--- config.mk ---
export PLATFORM = sky130hd
export DESIGN_NAME = energy_vad_endpoint_detector_top
export DESIGN_NICKNAME = d
export VERILOG_FILES = /design/src/rtl/core/evad_pkg.sv /design/src/rtl/core/energy_vad_endpoint_detector_top.sv /design/src/rtl/core/evad_front.sv /design/src/rtl/core/evad_queue.sv /design/src/rtl/core/evad_back.sv
export SDC_FILE = /design/constraint.sdc
export NUM_CORES = 2
export LEC_CHECK = 0
export ABC_AREA = 1
export BUFFER_PORTS_ARGS = -buffer_cell sky130_fd_sc_hd__buf_2
export CAP_MARGIN = 40
export CORE_UTILIZATION = 59
export DETAILED_ROUTE_END_ITERATION = 6
export GPL_TIMING_DRIVEN = 0
export PLACE_DENSITY = 0.8
export SETUP_SLACK_MARGIN = 0.15
export SYNTH_ARGS = -nofsm -noshare
export SYNTH_HDL_FRONTEND = slang
export SYNTH_SLANG_ARGS = --single-unit
--- constraint.sdc ---
create_clock -name clk -period 7.8 [get_ports clk]
set_input_delay 0 -clock clk [delete_from_list [all_inputs] [get_ports clk]]
set_output_delay 0 -clock clk [all_outputs]
set_load 0.1 [all_outputs]
--- src/rtl/core/evad_pkg.sv ---
// ----------------------------------------------------------------------------
// evad_pkg
// Shared types, constants and helpers of the energy endpoint detector.
// ----------------------------------------------------------------------------
package evad_pkg;

  localparam int unsigned ENERGY_W  = 43;
  localparam int unsigned SQ_W      = 31;
  localparam int unsigned COUNT_W   = 21;
  localparam int unsigned LIMIT_W   = 20;
  localparam int unsigned THRESH_W  = 31;
  localparam int unsigned Q_DEPTH   = 4;
  localparam int unsigned Q_PTR_W   = 2;
  localparam int unsigned Q_CNT_W   = 3;
  localparam int unsigned ADDR_W    = 4;
  localparam int unsigned DATA_W    = 32;

  localparam logic [ENERGY_W-1:0] ENERGY_MAX = {ENERGY_W{1'b1}};
  localparam logic [COUNT_W-1:0]  COUNT_MAX  = {COUNT_W{1'b1}};

  localparam logic [1:0] REG_THRESHOLD    = 2'd0;
  localparam logic [1:0] REG_LEAD_LIMIT   = 2'd1;
  localparam logic [1:0] REG_TRAIL_LIMIT  = 2'd2;
  localparam logic [1:0] REG_SPEECH_LIMIT = 2'd3;

  localparam logic [THRESH_W-1:0] THRESHOLD_RESET    = 31'd0;
  localparam logic [LIMIT_W-1:0]  LEAD_LIMIT_RESET   = 20'd81920;
  localparam logic [LIMIT_W-1:0]  TRAIL_LIMIT_RESET  = 20'd8192;
  localparam logic [LIMIT_W-1:0]  SPEECH_LIMIT_RESET = 20'd240000;

  localparam logic [1:0] END_NONE      = 2'd0;
  localparam logic [1:0] END_NO_SPEECH = 2'd1;
  localparam logic [1:0] END_TRAIL     = 2'd2;
  localparam logic [1:0] END_LENGTH    = 2'd3;

  typedef struct packed {
    logic [THRESH_W-1:0] energy_threshold;
    logic [LIMIT_W-1:0]  lead_silence_limit;
    logic [LIMIT_W-1:0]  trail_silence_limit;
    logic [LIMIT_W-1:0]  speech_length_limit;
  } evad_cfg_t;

  typedef struct packed {
    logic       voiced;
    logic       session_begin;
    logic       buffer_clear;
    logic       frame_keep;
    logic       upload_start;
    logic       drop_last_frame;
    logic       session_end;
    logic [1:0] end_reason;
  } evad_result_t;

  function automatic logic [COUNT_W-1:0] sat_add(input logic [COUNT_W-1:0] a,
                                                 input logic [COUNT_W-1:0] b);
    logic [COUNT_W:0] s;
    s = {1'b0, a} + {1'b0, b};
    return s[COUNT_W] ? COUNT_MAX : s[COUNT_W-1:0];
  endfunction

endpackage

--- src/rtl/core/energy_vad_endpoint_detector_top.sv ---
// ----------------------------------------------------------------------------
// energy_vad_endpoint_detector_top
// Energy voice activity endpoint detector with APB configuration registers.
// ----------------------------------------------------------------------------
// Result path: sample register, frame queue, judge register, output register.
// Throughput: one request per cycle; input stalls only while the output is
// stalled and the 4-entry frame queue behind the sample stage has filled.
// Reset: synchronous; clears accumulator, queue, session state and output,
// and returns registers to their defaults. No clearing pass.
// ----------------------------------------------------------------------------
module energy_vad_endpoint_detector_top #(
  parameter int unsigned MAX_FRAME_SAMPLES = 4096
) (
  input  logic                        clk,
  input  logic                        rst,
  input  logic                        psel,
  input  logic                        penable,
  input  logic                        pwrite,
  input  logic [evad_pkg::ADDR_W-1:0] paddr,
  input  logic [evad_pkg::DATA_W-1:0] pwdata,
  output logic [evad_pkg::DATA_W-1:0] prdata,
  output logic                        pready,
  input  logic                        in_valid,
  output logic                        in_stall,
  input  logic                        kind,
  input  logic signed [15:0]          sample,
  input  logic                        frame_last,
  output logic                        out_valid,
  input  logic                        out_stall,
  output logic                        voiced,
  output logic                        session_begin,
  output logic                        buffer_clear,
  output logic                        frame_keep,
  output logic                        upload_start,
  output logic                        drop_last_frame,
  output logic                        session_end,
  output logic [1:0]                  end_reason
);

  localparam int unsigned CW = $clog2(MAX_FRAME_SAMPLES + 1);

  evad_pkg::evad_cfg_t           cfg;
  evad_pkg::evad_result_t        out_res;
  logic [1:0]                    reg_idx;
  logic                          wr_en;
  logic [evad_pkg::Q_CNT_W-1:0]  q_count;
  logic                          push;
  logic                          push_restart;
  logic [evad_pkg::ENERGY_W-1:0] push_energy;
  logic [CW-1:0]                 push_n;
  logic                          pop;
  logic                          head_valid;
  logic                          head_restart;
  logic [evad_pkg::ENERGY_W-1:0] head_energy;
  logic [CW-1:0]                 head_n;

  assign pready  = 1'b1;
  assign reg_idx = paddr[3:2];
  assign wr_en   = psel && penable && pwrite && pready;

  always_ff @(posedge clk) begin
    if (rst) begin
      cfg.energy_threshold    <= evad_pkg::THRESHOLD_RESET;
      cfg.lead_silence_limit  <= evad_pkg::LEAD_LIMIT_RESET;
      cfg.trail_silence_limit <= evad_pkg::TRAIL_LIMIT_RESET;
      cfg.speech_length_limit <= evad_pkg::SPEECH_LIMIT_RESET;
    end else if (wr_en) begin
      unique case (reg_idx)
        evad_pkg::REG_THRESHOLD:
          cfg.energy_threshold <= pwdata[evad_pkg::THRESH_W-1:0];
        evad_pkg::REG_LEAD_LIMIT:
          cfg.lead_silence_limit <= pwdata[evad_pkg::LIMIT_W-1:0];
        evad_pkg::REG_TRAIL_LIMIT:
          cfg.trail_silence_limit <= pwdata[evad_pkg::LIMIT_W-1:0];
        evad_pkg::REG_SPEECH_LIMIT:
          cfg.speech_length_limit <= pwdata[evad_pkg::LIMIT_W-1:0];
        default: ;
      endcase
    end
  end

  always_comb begin
    unique case (reg_idx)
      evad_pkg::REG_THRESHOLD:    prdata = evad_pkg::DATA_W'(cfg.energy_threshold);
      evad_pkg::REG_LEAD_LIMIT:   prdata = evad_pkg::DATA_W'(cfg.lead_silence_limit);
      evad_pkg::REG_TRAIL_LIMIT:  prdata = evad_pkg::DATA_W'(cfg.trail_silence_limit);
      evad_pkg::REG_SPEECH_LIMIT: prdata = evad_pkg::DATA_W'(cfg.speech_length_limit);
      default:                    prdata = '0;
    endcase
  end

  evad_front #(
    .MAX_FRAME_SAMPLES(MAX_FRAME_SAMPLES),
    .CW(CW)
  ) u_front (
    .clk(clk),
    .rst(rst),
    .in_valid(in_valid),
    .in_stall(in_stall),
    .kind(kind),
    .sample(sample),
    .frame_last(frame_last),
    .q_count(q_count),
    .push(push),
    .push_restart(push_restart),
    .push_energy(push_energy),
    .push_n(push_n)
  );

  evad_queue #(
    .CW(CW)
  ) u_queue (
    .clk(clk),
    .rst(rst),
    .push(push),
    .push_restart(push_restart),
    .push_energy(push_energy),
    .push_n(push_n),
    .pop(pop),
    .head_valid(head_valid),
    .head_restart(head_restart),
    .head_energy(head_energy),
    .head_n(head_n),
    .count(q_count)
  );

  evad_back #(
    .CW(CW)
  ) u_back (
    .clk(clk),
    .rst(rst),
    .cfg(cfg),
    .head_valid(head_valid),
    .head_restart(head_restart),
    .head_energy(head_energy),
    .head_n(head_n),
    .pop(pop),
    .out_valid(out_valid),
    .out_stall(out_stall),
    .out_res(out_res)
  );

  assign voiced          = out_res.voiced;
  assign session_begin   = out_res.session_begin;
  assign buffer_clear    = out_res.buffer_clear;
  assign frame_keep      = out_res.frame_keep;
  assign upload_start    = out_res.upload_start;
  assign drop_last_frame = out_res.drop_last_frame;
  assign session_end     = out_res.session_end;
  assign end_reason      = out_res.end_reason;

endmodule

--- src/rtl/core/evad_front.sv ---
// ----------------------------------------------------------------------------
// evad_front
// Squares samples, accumulates frame energy and posts frame records.
// ----------------------------------------------------------------------------
module evad_front #(
  parameter int unsigned MAX_FRAME_SAMPLES = 4096,
  parameter int unsigned CW = $clog2(MAX_FRAME_SAMPLES + 1)
) (
  input  logic                          clk,
  input  logic                          rst,
  input  logic                          in_valid,
  output logic                          in_stall,
  input  logic                          kind,
  input  logic signed [15:0]            sample,
  input  logic                          frame_last,
  input  logic [evad_pkg::Q_CNT_W-1:0]  q_count,
  output logic                          push,
  output logic                          push_restart,
  output logic [evad_pkg::ENERGY_W-1:0] push_energy,
  output logic [CW-1:0]                 push_n
);

  logic                        a_valid;
  logic                        a_kind;
  logic                        a_last;
  logic [evad_pkg::SQ_W-1:0]   a_sq;
  logic [evad_pkg::ENERGY_W-1:0] acc;
  logic [evad_pkg::ENERGY_W-1:0] acc_next;
  logic [CW-1:0]               cnt;
  logic [CW-1:0]               cnt_next;
  logic [15:0]                 mag;
  logic [31:0]                 sq_full;
  logic [evad_pkg::ENERGY_W:0] sum;
  logic                        accept;

  assign in_stall = ({1'b0, q_count} + {{evad_pkg::Q_CNT_W{1'b0}}, a_valid})
                    >= (evad_pkg::Q_CNT_W + 1)'(evad_pkg::Q_DEPTH);
  assign accept   = in_valid && !in_stall;

  assign mag     = sample[15] ? 16'(-sample) : 16'(sample);
  assign sq_full = {16'd0, mag} * {16'd0, mag};

  always_ff @(posedge clk) begin
    if (rst) begin
      a_valid <= 1'b0;
    end else begin
      a_valid <= accept;
    end
    if (accept) begin
      a_kind <= kind;
      a_last <= frame_last;
      a_sq   <= sq_full[evad_pkg::SQ_W-1:0];
    end
  end

  always_comb begin
    sum          = {1'b0, acc} + (evad_pkg::ENERGY_W + 1)'(a_sq);
    acc_next     = acc;
    cnt_next     = cnt;
    push         = 1'b0;
    push_restart = 1'b0;
    if (a_valid) begin
      if (a_kind) begin
        push         = 1'b1;
        push_restart = 1'b1;
        acc_next     = '0;
        cnt_next     = '0;
      end else begin
        if (cnt < CW'(MAX_FRAME_SAMPLES)) begin
          acc_next = sum[evad_pkg::ENERGY_W] ? evad_pkg::ENERGY_MAX
                                             : sum[evad_pkg::ENERGY_W-1:0];
          cnt_next = cnt + CW'(1);
        end
        if (a_last) begin
          push = 1'b1;
        end
      end
    end
    push_energy = acc_next;
    push_n      = cnt_next;
    if (push) begin
      acc_next = '0;
      cnt_next = '0;
    end
  end

  always_ff @(posedge clk) begin
    if (rst) begin
      acc <= '0;
      cnt <= '0;
    end else begin
      acc <= acc_next;
      cnt <= cnt_next;
    end
  end

  a_no_acc_past_max: assert property (@(posedge clk) disable iff (rst)
    cnt <= CW'(MAX_FRAME_SAMPLES))
    else $error("frame sample count past maximum");

endmodule

--- src/rtl/core/evad_queue.sv ---
// ----------------------------------------------------------------------------
// evad_queue
// Small FIFO of frame records between the front and back.
// ----------------------------------------------------------------------------
module evad_queue #(
  parameter int unsigned CW = 13
) (
  input  logic                          clk,
  input  logic                          rst,
  input  logic                          push,
  input  logic                          push_restart,
  input  logic [evad_pkg::ENERGY_W-1:0] push_energy,
  input  logic [CW-1:0]                 push_n,
  input  logic                          pop,
  output logic                          head_valid,
  output logic                          head_restart,
  output logic [evad_pkg::ENERGY_W-1:0] head_energy,
  output logic [CW-1:0]                 head_n,
  output logic [evad_pkg::Q_CNT_W-1:0]  count
);

  logic                          mem_restart [evad_pkg::Q_DEPTH];
  logic [evad_pkg::ENERGY_W-1:0] mem_energy  [evad_pkg::Q_DEPTH];
  logic [CW-1:0]                 mem_n       [evad_pkg::Q_DEPTH];
  logic [evad_pkg::Q_PTR_W-1:0]  wr_ptr;
  logic [evad_pkg::Q_PTR_W-1:0]  rd_ptr;
  logic                          do_pop;

  assign head_valid   = count != '0;
  assign do_pop       = pop && head_valid;
  assign head_restart = mem_restart[rd_ptr];
  assign head_energy  = mem_energy[rd_ptr];
  assign head_n       = mem_n[rd_ptr];

  always_ff @(posedge clk) begin
    if (push) begin
      mem_restart[wr_ptr] <= push_restart;
      mem_energy[wr_ptr]  <= push_energy;
      mem_n[wr_ptr]       <= push_n;
    end
  end

  always_ff @(posedge clk) begin
    if (rst) begin
      wr_ptr <= '0;
      rd_ptr <= '0;
      count  <= '0;
    end else begin
      if (push) begin
        wr_ptr <= wr_ptr + evad_pkg::Q_PTR_W'(1);
      end
      if (do_pop) begin
        rd_ptr <= rd_ptr + evad_pkg::Q_PTR_W'(1);
      end
      count <= count + evad_pkg::Q_CNT_W'(push) - evad_pkg::Q_CNT_W'(do_pop);
    end
  end

  a_no_overflow: assert property (@(posedge clk) disable iff (rst)
    push |-> (count < evad_pkg::Q_CNT_W'(evad_pkg::Q_DEPTH) || do_pop))
    else $error("queue push while full");

  a_count_bound: assert property (@(posedge clk) disable iff (rst)
    count <= evad_pkg::Q_CNT_W'(evad_pkg::Q_DEPTH))
    else $error("queue count past depth");

endmodule

--- src/rtl/core/evad_back.sv ---
// ----------------------------------------------------------------------------
// evad_back
// Judges frames against the threshold and runs the session endpoint logic.
// ----------------------------------------------------------------------------
module evad_back #(
  parameter int unsigned CW = 13
) (
  input  logic                          clk,
  input  logic                          rst,
  input  evad_pkg::evad_cfg_t           cfg,
  input  logic                          head_valid,
  input  logic                          head_restart,
  input  logic [evad_pkg::ENERGY_W-1:0] head_energy,
  input  logic [CW-1:0]                 head_n,
  output logic                          pop,
  output logic                          out_valid,
  input  logic                          out_stall,
  output evad_pkg::evad_result_t        out_res
);

  localparam int unsigned PW   = CW + evad_pkg::THRESH_W;
  localparam int unsigned CMPW = (PW > evad_pkg::ENERGY_W) ? PW : evad_pkg::ENERGY_W;

  logic                          b1_valid;
  logic                          b1_restart;
  logic [evad_pkg::ENERGY_W-1:0] b1_energy;
  logic [CW-1:0]                 b1_n;
  logic [PW-1:0]                 b1_prod;
  logic                          out_ready;
  logic                          exec;
  logic                          b1_load;

  logic                          session_active, session_active_next;
  logic                          in_speech, in_speech_next;
  logic                          upload_started, upload_started_next;
  logic [evad_pkg::COUNT_W-1:0]  lead_silence, lead_silence_next;
  logic [evad_pkg::COUNT_W-1:0]  trail_silence, trail_silence_next;
  logic [evad_pkg::COUNT_W-1:0]  speech_total, speech_total_next;
  logic [evad_pkg::COUNT_W-1:0]  n_ext;
  logic                          voiced;
  evad_pkg::evad_result_t        res;

  assign out_ready = !out_valid || !out_stall;
  assign exec      = b1_valid && out_ready;
  assign b1_load   = !b1_valid || exec;
  assign pop       = b1_load;

  always_ff @(posedge clk) begin
    if (rst) begin
      b1_valid <= 1'b0;
    end else if (b1_load) begin
      b1_valid <= head_valid;
    end
    if (b1_load && head_valid) begin
      b1_restart <= head_restart;
      b1_energy  <= head_energy;
      b1_n       <= head_n;
      b1_prod    <= PW'(head_n) * PW'(cfg.energy_threshold);
    end
  end

  assign n_ext  = evad_pkg::COUNT_W'(b1_n);
  assign voiced = CMPW'(b1_energy) > CMPW'(b1_prod);

  always_comb begin
    session_active_next = session_active;
    in_speech_next      = in_speech;
    upload_started_next = upload_started;
    lead_silence_next   = lead_silence;
    trail_silence_next  = trail_silence;
    speech_total_next   = speech_total;
    res                 = '0;
    res.voiced          = voiced;
    if (!session_active) begin
      session_active_next = 1'b1;
      in_speech_next      = 1'b0;
      upload_started_next = 1'b0;
      lead_silence_next   = '0;
      trail_silence_next  = '0;
      speech_total_next   = '0;
      res.session_begin   = 1'b1;
      res.buffer_clear    = 1'b1;
    end
    res.frame_keep = 1'b1;
    if (!in_speech_next) begin
      if (voiced) begin
        in_speech_next = 1'b1;
        if (!upload_started_next) begin
          upload_started_next = 1'b1;
          res.upload_start    = 1'b1;
        end
      end else begin
        res.buffer_clear  = 1'b1;
        lead_silence_next = evad_pkg::sat_add(lead_silence_next, n_ext);
        if (lead_silence_next > evad_pkg::COUNT_W'(cfg.lead_silence_limit)) begin
          res.session_end = 1'b1;
          res.end_reason  = evad_pkg::END_NO_SPEECH;
        end
      end
    end else if (!voiced) begin
      trail_silence_next = evad_pkg::sat_add(trail_silence_next, n_ext);
      if (trail_silence_next > evad_pkg::COUNT_W'(cfg.trail_silence_limit)) begin
        res.drop_last_frame = 1'b1;
        res.session_end     = 1'b1;
        res.end_reason      = evad_pkg::END_TRAIL;
      end
    end else begin
      trail_silence_next = '0;
      speech_total_next  = evad_pkg::sat_add(speech_total_next, n_ext);
      if (speech_total_next > evad_pkg::COUNT_W'(cfg.speech_length_limit)) begin
        res.session_end = 1'b1;
        res.end_reason  = evad_pkg::END_LENGTH;
      end
    end
    if (res.session_end || b1_restart) begin
      session_active_next = 1'b0;
      in_speech_next      = 1'b0;
      upload_started_next = 1'b0;
      lead_silence_next   = '0;
      trail_silence_next  = '0;
      speech_total_next   = '0;
    end
  end

  always_ff @(posedge clk) begin
    if (rst) begin
      session_active <= 1'b0;
      in_speech      <= 1'b0;
      upload_started <= 1'b0;
      lead_silence   <= '0;
      trail_silence  <= '0;
      speech_total   <= '0;
      out_valid      <= 1'b0;
    end else begin
      if (exec) begin
        session_active <= session_active_next;
        in_speech      <= in_speech_next;
        upload_started <= upload_started_next;
        lead_silence   <= lead_silence_next;
        trail_silence  <= trail_silence_next;
        speech_total   <= speech_total_next;
      end
      if (exec && !b1_restart) begin
        out_valid <= 1'b1;
      end else if (!out_stall) begin
        out_valid <= 1'b0;
      end
    end
    if (exec && !b1_restart) begin
      out_res <= res;
    end
  end

  a_reason_matches_end: assert property (@(posedge clk) disable iff (rst)
    out_valid |-> (out_res.session_end == (out_res.end_reason != evad_pkg::END_NONE)))
    else $error("end reason disagrees with session end");

  a_drop_ends_session: assert property (@(posedge clk) disable iff (rst)
    (out_valid && out_res.drop_last_frame) |->
      (out_res.session_end && out_res.end_reason == evad_pkg::END_TRAIL))
    else $error("frame drop outside trailing silence end");

  a_upload_needs_voice: assert property (@(posedge clk) disable iff (rst)
    (out_valid && out_res.upload_start) |-> out_res.voiced)
    else $error("upload start on silent frame");

endmodule

==> results_dict.tcl <==
set metrics [dict create \
    status "finished with violations" \
    violations "DRC" \
    io_buffers 97 \
    postLayoutCellArea_um2 55310 \
    coreArea_um2 83950 \
    slowest_delay_ns 0.53 \
    clock-sinks 594 \
    drc 2 \
    setup-violations-final 0 \
    critical-path-slowest-cell "fa_1" \
    critPathMaxFanout 10 \
    ys_ff_latch 594 \
    numCtsBuffers 66 \
    synth_area_leaders "edfxtp_1 22%, fa_1 19%, ha_1 9.1%" \
    rows 106 \
    min_path_type "input pin to register" \
    detail_route.first_pass.iterations 7 \
    synth_top_area_cell "edfxtp_1" \
    start_kind "register" \
    final-hold-violation-count 0 \
    fillers 6870 \
    synthArstFlopShare_pct 0 \
    p_leak_nw 25.55 \
    synth-simple-area-share_pct 18.29 \
    fin_crit_sh_pct 94.02 \
    min_period_ns 7.333 \
    syn_avg_cell_area_um2 8.297 \
    maxSlewHeadroom_pct 34.95 \
    fp.dieH_um 293.7 \
    maxCapViolCount 0 \
    ff2ff_setup_slack_ns 0.47 \
    worstMarginPinSlew_ns 0.9758 \
    h-tree-depth 3 \
    ys_seq_area_share_pct 31.04 \
    die-area_um2 86280 \
    grt_pass1_vias 41230 \
    drv_slew 0 \
    crit_type "register to register" \
    drt_iter0_markers 4025 \
    dpl.hpwl_um 112100 \
    synth_top_family_by_area "adder cells" \
    finalSetupTns_ns 0 \
    synthAdderAreaFrac_pct 28.47 \
    die_w_um 293.7 \
    path_common_cell "nand2_1" \
    cp.required_ns 8.16 \
    drive_gt1_share_pct 6.372 \
    place_area_um2 52470 \
    grt_pass1_wl_um 225000 \
    path_clk_slew_ns 0.06 \
    wl_per_cell_um 19.20 \
    totalWireLength_um 143500 \
    start_util_pct 59.81 \
    ios 105 \
    clock_tree.root_cell "clkbuf_16" \
    holdWs_ns 0.03720 \
    worst_setup_path_end_kind "register" \
    synth-compound-area-share_pct 10.16 \
    yosysTopAreaCellShare_pct 22.07 \
    grt.total_usage_pct 33.78 \
    ant_nets 0 \
    grt_antenna_before_repair 1 \
    finClkSkew_ns 0.02983 \
    synth_ff_type "edfxtp_1" \
    fmax_mhz 136.4 \
    synth-xor-area-share_pct 2.320 \
    ir_drop_mv 1.023 \
    synth_cell_type_count 63 \
    insertion_delay_ns 0.64 \
    syn_inst 6052 \
    placed_cells 7308 \
    p_per_area_nw_per_um2 336.7 \
    synthMuxAreaShare_pct 0 \
    place.gp.congestion 1.000 \
    vias 42150 \
    ys.warnings.count 0 \
    crit_arrival_ns 7.69 \
    synth_area_um2 50220 \
    final_cells 7475 \
    cts_tree "yes" \
    routed_via_density 5.638 \
    fin_nets 7199 \
    area_delta_synth_final_pct 10.14 \
    grt_start_max_net_pins 80 \
    rsz0062_at_grt "no" \
    overflow 0 \
    synth_edf_count 369 \
    cts_max_path_buffers 3 \
]
worst max-delay path, delay by kind of cell (launching register included):
kind                     cells  cell delay, ns
AO/OA/AOI/OAI                5            0.95
AND/OR/NAND/NOR             10            1.18
flip-flops                   1            0.30
adder cells (fa/ha/maj)      6            2.83
buffers and inverters        9            1.64
XOR/XNOR                     1            0.16
placed cells by master, fill, tap and decap left out, types with 24 or more instances in the layout:
| cell | instances |
|---|---|
| nor3_1 | 36 |
| xor2_1 | 82 |
| clkbuf_16 | 70 |
| nand3_1 | 165 |
| a21oi_1 | 357 |
| inv_1 | 1039 |
| fa_1 | 486 |
| buf_1 | 24 |
| o21ai_0 | 388 |
| nor2_1 | 798 |
| xnor2_1 | 50 |
| edfxtp_1 | 369 |
| nand2_1 | 1104 |
| ha_1 | 365 |
| dlygate4sd3_1 | 45 |
| o22ai_1 | 51 |
| a31oi_1 | 27 |
| buf_2 | 108 |
| clkbuf_1 | 151 |
| nor2_2 | 56 |
| dfxtp_1 | 225 |
cells in the mapped netlist, types with 9 or more instances:
cell,instances
o211ai_1,12
buf_6,9
fa_1,486
inv_2,14
o21bai_1,15
o21ai_0,388
buf_1,37
xor2_1,83
nand2_1,1107
a21oi_1,358
o22ai_1,51
nor3_1,37
dfxtp_1,225
inv_1,1040
edfxtp_1,369
or2_2,20
xnor2_1,50
nor4_1,17
ha_1,365
nand2_2,14
nor2_1,803
clkbuf_1,156
a21o_1,17
o21a_1,19
a31oi_1,27
nand3_1,165
nand4_1,21
nor2_2,56
area by class of cell:
cell class	instances	area [um2]	share of cell area [%]
flip-flops and latches	594	15580	28.18
multi-input cells	4195	29860	53.99
diodes	1	2.502	0.004524
clock inverters	34	422.9	0.7646
inverters	1062	3991	7.217
clock buffers	87	1896	3.427
well taps	1134	1419	2.565
repair buffers	156	1205	2.179
plain buffers	212	924.6	1.672
timing repair:
item,in CTS,in global routing
endpoints found under the setup margin,20,26
buffers inserted,0,1
resized for setup,13,36
hold buffers,45,0
pin swaps,0,1
endpoints found under the hold margin,132,0
cells by family after synthesis:
| group | after synthesis |
|---|---|
| buffers and inverters | 1275 |
| DFF | 594 |
| adders and majority gates | 851 |
| AOI/OAI and AO/OA | 936 |
| xor gates and xnor gates | 133 |
| other | 2 |
| and+or+nand+nor | 2261 |
routing by layer:
layer	vias up	share of wire (%)	global-route usage, %	wire length (um)
met5	-	0.038	0	54
met4	4	5.1	16.06	7296
met3	410	10	7.024	14700
met2	2151	46	53.50	65560
met1	19930	39	44.45	55920
li1	19650	-	-	-
through the flow:
step / utilization [%] / total power, mW / setup slack, ns
floorplan: - / 11.74 / 0.9945
global placement: 62.14 / 14.81 / -0.7357
detailed placement: 62.50 / 15.00 / -0.8451
CTS: 65.82 / 18.42 / 0.1446
global route: 65.88 / 19.83 / 0.1458
finish: 65.88 / 18.62 / 0.4666
where the power goes:
part           switching (mW)  internal (mW)
Sequential              0.336           4.30
Combinational            7.12           3.56
Clock                    1.39           1.92
worst paths after layout:
path / startpoint / to / depth (start not counted)
worst max-delay path: register / u_back.b1_prod[38] / 31
worst min-delay path: pwrite / cfg[7] / 5
worst max register to register: register / u_back.b1_prod[38] / 31
worst min register to register: cfg[46] / cfg[46] / 2
state kept, by name, indices dropped and copies added (netlist names), 3 cells and up, named ones only:
name and flops:
u_queue.mem_energy 172, cfg 91, u_queue.mem_n 52, u_back.b1_prod 44, u_back.b1_energy 43, u_front.acc 43, u_front.a_sq 30, u_back.lead_silence 21
u_back.speech_total 21, u_back.trail_silence 21, u_back.b1_n 13, u_front.cnt 13, u_back.out_res 8, u_queue.mem_restart 4, u_queue.count 3
(Power assumes the default switching activity.)
